--- src/hdl/gfpt_pkg.sv ---
// ----------------------------------------------------------------------------
// gfpt_pkg
// shared widths, register indexes and result type of the fixed priority tick
// scheduler
// ----------------------------------------------------------------------------
package gfpt_pkg;

    // fixed field widths
    localparam int MAX_TASKS   = 4;
    localparam int CNT_W       = 8;
    localparam int MASK_W      = MAX_TASKS;
    localparam int CORE_W      = 3;
    localparam int CFG_IDX_W   = 3;
    localparam int CFG_DATA_W  = 16;
    localparam int PACK_W      = MAX_TASKS * CNT_W;

    // configuration register indexes
    localparam logic [CFG_IDX_W-1:0] CFG_CORE_COUNT = 3'd0;
    localparam logic [CFG_IDX_W-1:0] CFG_TASK0      = 3'd1;

    // reset value of the core count register
    localparam logic [CORE_W-1:0] CORE_COUNT_RST = 3'd1;

    // one result per tick
    typedef struct packed {
        logic [MASK_W-1:0] ran_tasks;
        logic [MASK_W-1:0] released_tasks;
        logic [MASK_W-1:0] finished_tasks;
        logic              miss_flag;
        logic [CORE_W-1:0] busy_cores;
        logic [PACK_W-1:0] work_left;
        logic [PACK_W-1:0] deadline_left;
    } t_result;

endpackage

--- src/hdl/global_fixed_priority_tick_top.sv ---
// ----------------------------------------------------------------------------
// global_fixed_priority_tick_top
// global fixed priority scheduler, one time tick per request
// ----------------------------------------------------------------------------
// Each input request is one time tick carrying a release mask. Per task the
// block holds remaining work and remaining deadline. On every tick all
// deadlines count down (saturating at zero), the first core_count tasks with
// work left, lowest index first, each run one unit, and then every requested
// task whose slot is idle at work zero and deadline zero is reloaded from its
// configured parameters, if non-zero. One tick is accepted per clock cycle
// unless the input stalls; its result goes into the output register, or the
// skid register if that is held. This two-entry output buffer keeps the
// input side moving while the output is stalled; the input only stalls once
// both entries are full. The rate is set by the combinational loop from the
// task counters through the priority prefix count and back. Configuration:
// index 0 is core_count (bits 2..0), indexes 1..4 are the task parameters,
// work in bits 15..8 and relative deadline in bits 7..0; other indexes are
// ignored. Tasks at NUM_TASKS and above read as zero in every output.
// ----------------------------------------------------------------------------
module global_fixed_priority_tick_top #(
    parameter int NUM_TASKS = 4
) (
    input  logic                              i_clk,
    input  logic                              i_rst_n,
    // configuration write port
    input  logic                              i_cfg_we,
    input  logic [gfpt_pkg::CFG_IDX_W-1:0]    i_cfg_index,
    input  logic [gfpt_pkg::CFG_DATA_W-1:0]   i_cfg_data,
    // tick requests
    input  logic                              i_in_valid,
    output logic                              o_in_stall,
    input  logic [gfpt_pkg::MASK_W-1:0]       i_release_request,
    // results
    output logic                              o_out_valid,
    input  logic                              i_out_stall,
    output logic [gfpt_pkg::MASK_W-1:0]       o_ran_tasks,
    output logic [gfpt_pkg::MASK_W-1:0]       o_released_tasks,
    output logic [gfpt_pkg::MASK_W-1:0]       o_finished_tasks,
    output logic                              o_miss_flag,
    output logic [gfpt_pkg::CORE_W-1:0]       o_busy_cores,
    output logic [gfpt_pkg::PACK_W-1:0]       o_work_left,
    output logic [gfpt_pkg::PACK_W-1:0]       o_deadline_left
);

    // configuration registers
    logic [gfpt_pkg::CORE_W-1:0]     r_core_count;
    logic [gfpt_pkg::CFG_DATA_W-1:0] r_params [NUM_TASKS];

    // per task counters
    logic [gfpt_pkg::CNT_W-1:0] r_work [NUM_TASKS];
    logic [gfpt_pkg::CNT_W-1:0] r_dl   [NUM_TASKS];
    logic [gfpt_pkg::CNT_W-1:0] n_work [NUM_TASKS];
    logic [gfpt_pkg::CNT_W-1:0] n_dl   [NUM_TASKS];

    // output buffer
    gfpt_pkg::t_result r_out;
    gfpt_pkg::t_result r_skid;
    gfpt_pkg::t_result n_result;
    logic              r_out_valid;
    logic              r_skid_valid;

    logic in_accept;
    logic out_take;

    // input stalls only once the skid entry is occupied
    assign o_in_stall = r_skid_valid;
    assign in_accept  = i_in_valid && !r_skid_valid;
    assign out_take   = r_out_valid && !i_out_stall;

    // ------------------------------------------------------------------
    // one tick: deadline countdown and run pass in priority order, then release, then pack
    // ------------------------------------------------------------------
    always_comb begin
        logic [gfpt_pkg::CNT_W-1:0]  v_work;
        logic [gfpt_pkg::CNT_W-1:0]  v_dl;
        logic [gfpt_pkg::CNT_W-1:0]  v_pw;
        logic [gfpt_pkg::CNT_W-1:0]  v_pd;
        logic [gfpt_pkg::CORE_W-1:0] v_used;

        n_result = '0;
        v_used   = '0;
        for (int t = 0; t < NUM_TASKS; t++) begin
            v_work = r_work[t];
            // deadline saturates at zero
            v_dl   = (r_dl[t] != '0) ? r_dl[t] - 8'd1 : '0;
            // prefix count of cores already handed out
            if (v_work != '0 && v_used != r_core_count) begin
                v_work = v_work - 8'd1;
                v_used = v_used + 3'd1;
                n_result.ran_tasks[t] = 1'b1;
                if (v_work == '0) begin
                    n_result.finished_tasks[t] = 1'b1;
                end
            end
            // reload an idle slot when requested and the parameters are not empty
            v_pw = r_params[t][15:8];
            v_pd = r_params[t][7:0];
            if (i_release_request[t] && v_work == '0 && v_dl == '0 &&
                (v_pw != '0 || v_pd != '0)) begin
                v_work = v_pw;
                v_dl   = v_pd;
                n_result.released_tasks[t] = 1'b1;
            end
            if (v_work > v_dl) begin
                n_result.miss_flag = 1'b1;
            end
            n_work[t] = v_work;
            n_dl[t]   = v_dl;
            n_result.work_left[t*gfpt_pkg::CNT_W +: gfpt_pkg::CNT_W]     = v_work;
            n_result.deadline_left[t*gfpt_pkg::CNT_W +: gfpt_pkg::CNT_W] = v_dl;
        end
        n_result.busy_cores = v_used;
    end

    // configuration writes
    always_ff @(posedge i_clk) begin
        if (!i_rst_n) begin
            r_core_count <= gfpt_pkg::CORE_COUNT_RST;
            for (int t = 0; t < NUM_TASKS; t++) begin
                r_params[t] <= '0;
            end
        end else if (i_cfg_we) begin
            if (i_cfg_index == gfpt_pkg::CFG_CORE_COUNT) begin
                r_core_count <= i_cfg_data[gfpt_pkg::CORE_W-1:0];
            end
            for (int t = 0; t < NUM_TASKS; t++) begin
                if (i_cfg_index == gfpt_pkg::CFG_TASK0 + 3'(t)) begin
                    r_params[t] <= i_cfg_data;
                end
            end
        end
    end

    // task counters advance on every accepted tick
    always_ff @(posedge i_clk) begin
        if (!i_rst_n) begin
            for (int t = 0; t < NUM_TASKS; t++) begin
                r_work[t] <= '0;
                r_dl[t]   <= '0;
            end
        end else if (in_accept) begin
            for (int t = 0; t < NUM_TASKS; t++) begin
                r_work[t] <= n_work[t];
                r_dl[t]   <= n_dl[t];
            end
        end
    end

    // output register with skid entry
    always_ff @(posedge i_clk) begin
        if (!i_rst_n) begin
            r_out_valid  <= 1'b0;
            r_skid_valid <= 1'b0;
        end else if (r_skid_valid) begin
            // skid entry drains into the result register
            if (out_take) begin
                r_skid_valid <= 1'b0;
            end
        end else if (in_accept) begin
            if (r_out_valid && !out_take) begin
                r_skid_valid <= 1'b1;
            end
            r_out_valid <= 1'b1;
        end else if (out_take) begin
            r_out_valid <= 1'b0;
        end
    end

    always_ff @(posedge i_clk) begin
        if (r_skid_valid) begin
            if (out_take) begin
                r_out <= r_skid;
            end
        end else if (in_accept) begin
            if (r_out_valid && !out_take) begin
                r_skid <= n_result;
            end else begin
                r_out <= n_result;
            end
        end
    end

    assign o_out_valid      = r_out_valid;
    assign o_ran_tasks      = r_out.ran_tasks;
    assign o_released_tasks = r_out.released_tasks;
    assign o_finished_tasks = r_out.finished_tasks;
    assign o_miss_flag      = r_out.miss_flag;
    assign o_busy_cores     = r_out.busy_cores;
    assign o_work_left      = r_out.work_left;
    assign o_deadline_left  = r_out.deadline_left;

endmodule

--- config.mk ---
export PLATFORM = sky130hd
export DESIGN_NAME = global_fixed_priority_tick_top
export DESIGN_NICKNAME = d
export VERILOG_FILES = /design/src/hdl/gfpt_pkg.sv /design/src/hdl/global_fixed_priority_tick_top.sv
export SDC_FILE = /design/constraint.sdc
export NUM_CORES = 1
export LEC_CHECK = 0
export BUFFER_PORTS_ARGS = -buffer_cell sky130_fd_sc_hd__clkbuf_2
export CAP_MARGIN = 10
export CORE_MARGIN = 2
export CORE_UTILIZATION = 52
export DETAILED_ROUTE_END_ITERATION = 6
export PLACE_DENSITY = 0.69
export SLEW_MARGIN = 30
export SYNTH_ARGS = -nofsm -noshare
export SYNTH_HDL_FRONTEND = slang
export SYNTH_SLANG_ARGS = --single-unit
--- constraint.sdc ---
create_clock -name i_clk -period 6.6 [get_ports i_clk]
set_input_delay 0.66 -clock i_clk [delete_from_list [all_inputs] [get_ports i_clk]]
set_output_delay 0.66 -clock i_clk [all_outputs]
set_load 0.03 [all_outputs]
# Word-level counts from Yosys, hierarchy flattened
# Memory sizes are Yosys's and may differ from the RTL's.
# Index checks and enable logic that the tools add are counted.
[totals]
register_bits = 165
ram_bits = 128
inputBits = 28
output_inout_bits = 82
n_memories = 3
[op_classes]
n_addsub = 11
order_cmp = 4
n_eq_ne = 9
muxes = 82
bitwise = 13
reduce_logical = 62
[memory_table]
columns = ["memory", "words", "width", "rd", "rd_ports_with_merged_regs", "write_ports", "line_no", "text"]
rows = [
  ["r_params", 4, 16, 4, 0, 4, "global_fixed_priority_tick_top.sv:47", "logic [gfpt_pkg::CFG_DATA_W-1:0] r_params [NUM_TASKS];"],
  ["r_dl", 4, 8, 4, 0, 4, "global_fixed_priority_tick_top.sv:51", "logic [gfpt_pkg::CNT_W-1:0] r_dl [NUM_TASKS];"],
  ["r_work", 4, 8, 4, 0, 4, "global_fixed_priority_tick_top.sv:50", "logic [gfpt_pkg::CNT_W-1:0] r_work [NUM_TASKS];"],
]
[op_table]
columns = ["operator", "count"]
rows = [
  ["$mux W80", 4],
  ["$mux W8", 24],
  ["$reduce_bool A8 Y1", 16],
  ["$logic_not A8 Y1", 12],
  ["$mux W16", 4],
  ["$sub A8 B1 Y8 const B", 8],
  ["$mux W1", 47],
  ["$gt A8 B8 Y1", 4],
  ["$logic_and A1 B1 Y1", 19],
  ["$or A1 B1 Y1", 12],
  ["$add A3 B1 Y3 const B", 3],
  ["$mux W3", 3],
  ["$ne A3 B3 Y1", 3],
  ["$eq A3 B2 Y1 const B", 2],
  ["$reduce_and A3 Y1", 2],
  ["$logic_or A1 B1 Y1", 4],
  ["$reduce_and A2 Y1", 2],
  ["$reduce_bool A2 Y1", 2],
  ["$eq A3 B1 Y1 const B", 1],
  ["$eq A3 B3 Y1 const B", 1],
  ["$logic_not A1 Y1", 3],
  ["$logic_not A3 Y1", 1],
  ["$reduce_bool A3 Y1", 1],
  ["$ne A2 B1 Y1 const B", 1],
  ["2 further kinds", 2],
]

# Logic depth before layout (Yosys ltp)
[logic_depth]
ltp_word = 22
mapped_depth = 26
mapped_depth_nobuf = 22

# Worst setup path after synthesis
# No wires, ideal clock.
[synth_path]
path_kind = "register -> register"
from = "mem r_work[0][0] (netlist bit)"
to = "reg r_out (netlist bit o_miss_flag) (data pin)"
setup_time_ns = 0.260
arrival_ns = 5.408
t_required_ns = 6.340
setup_slack_ns = 0.932
stages_incl_launch_ff = 26
path_cell_list = "edfxtp_1 > inv_1 > ha_1 > nor4b_4 > a211o_1 > and2_1 > buf_2 > ha_1 > xor2_1 > nor3_2 > a21o_1 > buf_2 > o21ai_1 > a221oi_1 > and3_1 > buf_4 > buf_2 > a21oi_1 > ha_1 > nor2b_1 > o21a_1 > o21a_1 > o21ai_0 > a21oi_1 > or4_1 > mux2_2"
[synth_lines]
columns = ["element", "line_no", "text"]
rows = [
  ["start: declaration", "global_fixed_priority_tick_top.sv:50", ""],
  ["end signal: assignment", "global_fixed_priority_tick_top.sv:172", "r_out <= r_skid;"],
  ["end signal: assignment", "global_fixed_priority_tick_top.sv:178", "r_out <= n_result;"],
  ["end: declaration", "global_fixed_priority_tick_top.sv:56", "gfpt_pkg::t_result r_out;"],
]

==> summary.txt <==
Final layout
  – Fraction of layout cells with a size suffix above 1: 19.3%
  – Final #Nets: 1474
  – P&R area growth vs syn: 13.7%
  – Diode count: 0
  – Post-layout util: 59.9%
  – Non-Filler Instances: 1803

Global route
  – Number of global-route vias before repair: 10.2k
  – First-pass GRT wire length: 56500 um
  – Largest net degree at the start of global routing: 65
  – Met1 Usage GRT: 33.7%
  – Grt ovf: 0
  – M2 GR Usage: 38.7%
  – Initial antenna violation count: 2
  – GRT Max-Usage Layer: met2
  – All-Layer GR Usage: 23.8%
  – Grt met3 use: 3.57%

Clock tree
  – CTS tree: yes
  – Root Driver: clkbuf_16
  – Clock sink count: 293
  – CTS buffer count: 30
  – Clock Path Buffers: 3
  – Clock Latency Late Sink: 570 ps
  – H-tree Lvls: 1
  – Clk slew on worst S/H paths: 60 ps
  – # hold bufs at CTS: 0

Floorplanning
  – Die Height: 175 um
  – Chip width: 175 um
  – Row cnt: 62
  – Full die area: 30500 sq um
  – Core area: 28700 sq um
  – Number of I/O pins: 110
  – Initial core utilization: 52.7%

Synth
  – Syn_area_per_cell: 11.8 sq um
  – Syn. warnings: 0
  – Synth top area cells: edfxtp_1, ha_1, and2_1, mux2_2, nor2_1
  – Post-synth top flop: edfxtp_1
  – Count of different cell masters after synthesis: 85
  – Post-synth top area share: 57.2%
  – Post-Synthesis Cells: 1286
  – Ys async rst share: 0%
  – Post-Syn Area: 15100 sq um
  – Cell taking the most area after synthesis: edfxtp_1
  – Sequential area share after synthesis: 57.9%
  – Syn Nets: 1365
  – Number of synthesized register bits: 293
  – Post-synth EDFFs: 288

Status
  – Status: finished clean

Drt
  – Drt via density: 5.82
  – 1st-iter DRT viols: 856
  – DRT Wirelength: 36400 um
  – Vias: 10.5k
  – Post-route DRC: 0
  – First-pass DRT Iterations: 5
  – Routed WL per cell: 20.2 um
  – Post-route ant nets: 0

Timing
  – Max-Slew Margin vs Limit: 38.1%
  – Min Hold Slack: 430 ps
  – Final period utilization: 94.4%
  – Max Transition Viols Final: 0
  – PnR worst setup slack: 367 ps
  – Worst-Margin Slew: 929 ps
  – RSZ-0062 raised after global routing: false
  – Setup total negative slack: 0 ps
  – Fmax: 0.160 GHz
  – Tmin final: 6230 ps
  – Final Hold Viols: 0
  – Final Setup Violations: 0
  – Clock Skew: 16.1 ps

Power and ir drop
  – Pwr Density: 333 nW/um^2
  – Peak supply drop: 0.219 mV
  – Leak Pwr: 0.00669 uW

Placement
  – Placed cell count: 1746
  – RePlAce Congestion: 0.909
  – Post-DP HPWL: 25700 um
  – Pre-CTS setup slack: 223 ps
  – I/O Buffers: 109

Critical path
  – Worst path max stage delay: 490 ps
  – Reg2Reg Setup Slack: 370 ps
  – Cells along the critical path: inv_1 -> ha_1 -> nor4b_4 -> a211o_1 -> and2_1 -> ha_1 -> xor2_1 -> or3_1 -> a21oi_1 -> o2111ai_1 -> nor3_1 -> and3_1 -> a21oi_1 -> ha_1 -> nor2b_1 -> o21a_1 -> o21a_1 -> o21ai_0 -> a21oi_1 -> or4_1 -> mux2_2
  – Crit path kind: reg2reg
  – Top delay family on crit path: simple AND/OR/NAND/NOR gates
  – Crit start category: flop
  – Critical path peak fanout: 11
  – CP arrival: 6540 ps
  – Worst EP required: 6910 ps
  – CP max-delay cell: or3_1
  – WP buf/inv: 1
  – CP Capture Type: flop

Job
  – Max Cap Viol: 0

Min path
  – Min-Delay Path Class: in2reg
Yosys cell counts, drive strengths merged (3+ instances only):
master and count:
buf 23, a31o 13, or4 4, o31ai 5, mux2 41, o21ai 49, nand3 26, o2bb2ai 4
xnor2 33, a2111oi 5, and3 17, mux2i 9, and4b 3, nor3 37, inv 59, nand2 89
nor2b 12, nor4 31, ha 51, xor2 17, nand3b 6, and3b 3, a21oi 61, a2bb2oi 8
and2 86, or3 6, a311oi 3, nand4 21, nor3b 8, o21a 11, a21o 23, nand4b 4
nor4b 4, nor2 112, dfxtp 5, a21boi 5, a32o 3, clkbuf 32, a31oi 21, edfxtp 288
a22oi 3, nand2b 10, a211oi 7
kinds of logic after synthesis:
logic type | count (synthesis) | share of synthesized area, %
DFF | 293 | 57.9
buffers and inverters | 115 | 3.14
AOI/OAI and AO/OA | 244 | 11.0
muxes | 50 | 3.65
and+or+nand+nor | 483 | 17.2
adders and majority gates | 51 | 4.22
xor gates and xnor gates | 50 | 2.90
final timing paths:
| kind | start | endpoint | cells past startpoint |
|---|---|---|---|
| max | r_work[0][0]$_SDFFCE_PN0P_ | o_miss_flag$_DFFE_PP_ | 21 |
| min | i_in_valid | o_in_stall$_SDFF_PN0_ | 3 |
| max reg2reg | r_work[0][0]$_SDFFCE_PN0P_ | o_miss_flag$_DFFE_PP_ | 21 |
| min reg2reg | r_skid[0]$_DFFE_PP_ | o_deadline_left[0]$_DFFE_PP_ | 1 |
layout by cell type (no fill, tap or decap), types with 25 or more instances in the layout:
cell,count
nor3_1,35
xnor2_1,33
inv_1,57
and2_1,86
nand2_1,88
nor4_1,30
edfxtp_1,288
mux2_2,40
o21ai_0,43
nor2_1,110
a21oi_1,59
nand3_1,25
ha_1,51
clkbuf_16,30
clkbuf_2,109
area by class of cell:
type,count,area (sq um)
fill,2373,11500
timing repair buffer,132,731
clock buffer,32,758
tap,384,480
inverter,60,225
sequential,293,8750
multi-input combinational,878,5940
clock inverter,24,314
state kept, by name, indices dropped and copies added, names as in the netlist:
| name | cells |
|---|---|
| o_busy_cores | 3 |
| o_miss_flag | 1 |
| o_in_stall | 1 |
| o_deadline_left | 32 |
| r_params | 64 |
| r_work | 32 |
| r_dl | 32 |
| r_skid | 80 |
| o_ran_tasks | 4 |
| r_core_count | 3 |
| o_released_tasks | 4 |
| o_out_valid | 1 |
| o_work_left | 32 |
| o_finished_tasks | 4 |
per-stage QoR:
stage / total power (uW) / area [sq um]
2_1_floorplan: 3490 / 15100
3_3_place_gp: 3900 / 16100
3_5_place_dp: 3920 / 16100
4_1_cts: 5760 / 17200
5_1_grt: 6010 / 17200
6_report: 5740 / 17200
worst min-delay path, cell delays in order:
cell      delay (ps)
clkbuf_2         100
a21oi_1           60
nor3_1           120
routing by layer:
metal / wire length [um] / up-vias / share of wire, %
met4: 889 / 0 / 2.4
met3: 2250 / 66 / 6.2
li1: - / 5013 / -
met5: 0 / - / 0
met1: 16400 / 5101 / 45
met2: 16800 / 315 / 46
report_power, final:
part / internal, uW / switching (uW) / leakage (uW)
combinational: 538 / 939 / 0.00327
clock: 1110 / 726 / 0.000523
sequential: 2310 / 118 / 0.00289
total: 3950 / 1780 / 0.00669
repair_timing:
item,in CTS,in global routing
setup buffers,0,0
resized for setup,0,4
setup endpoints to repair,0,2
hold endpoints to repair,0,0
Note: power is estimated with default switching activity, not from simulation.
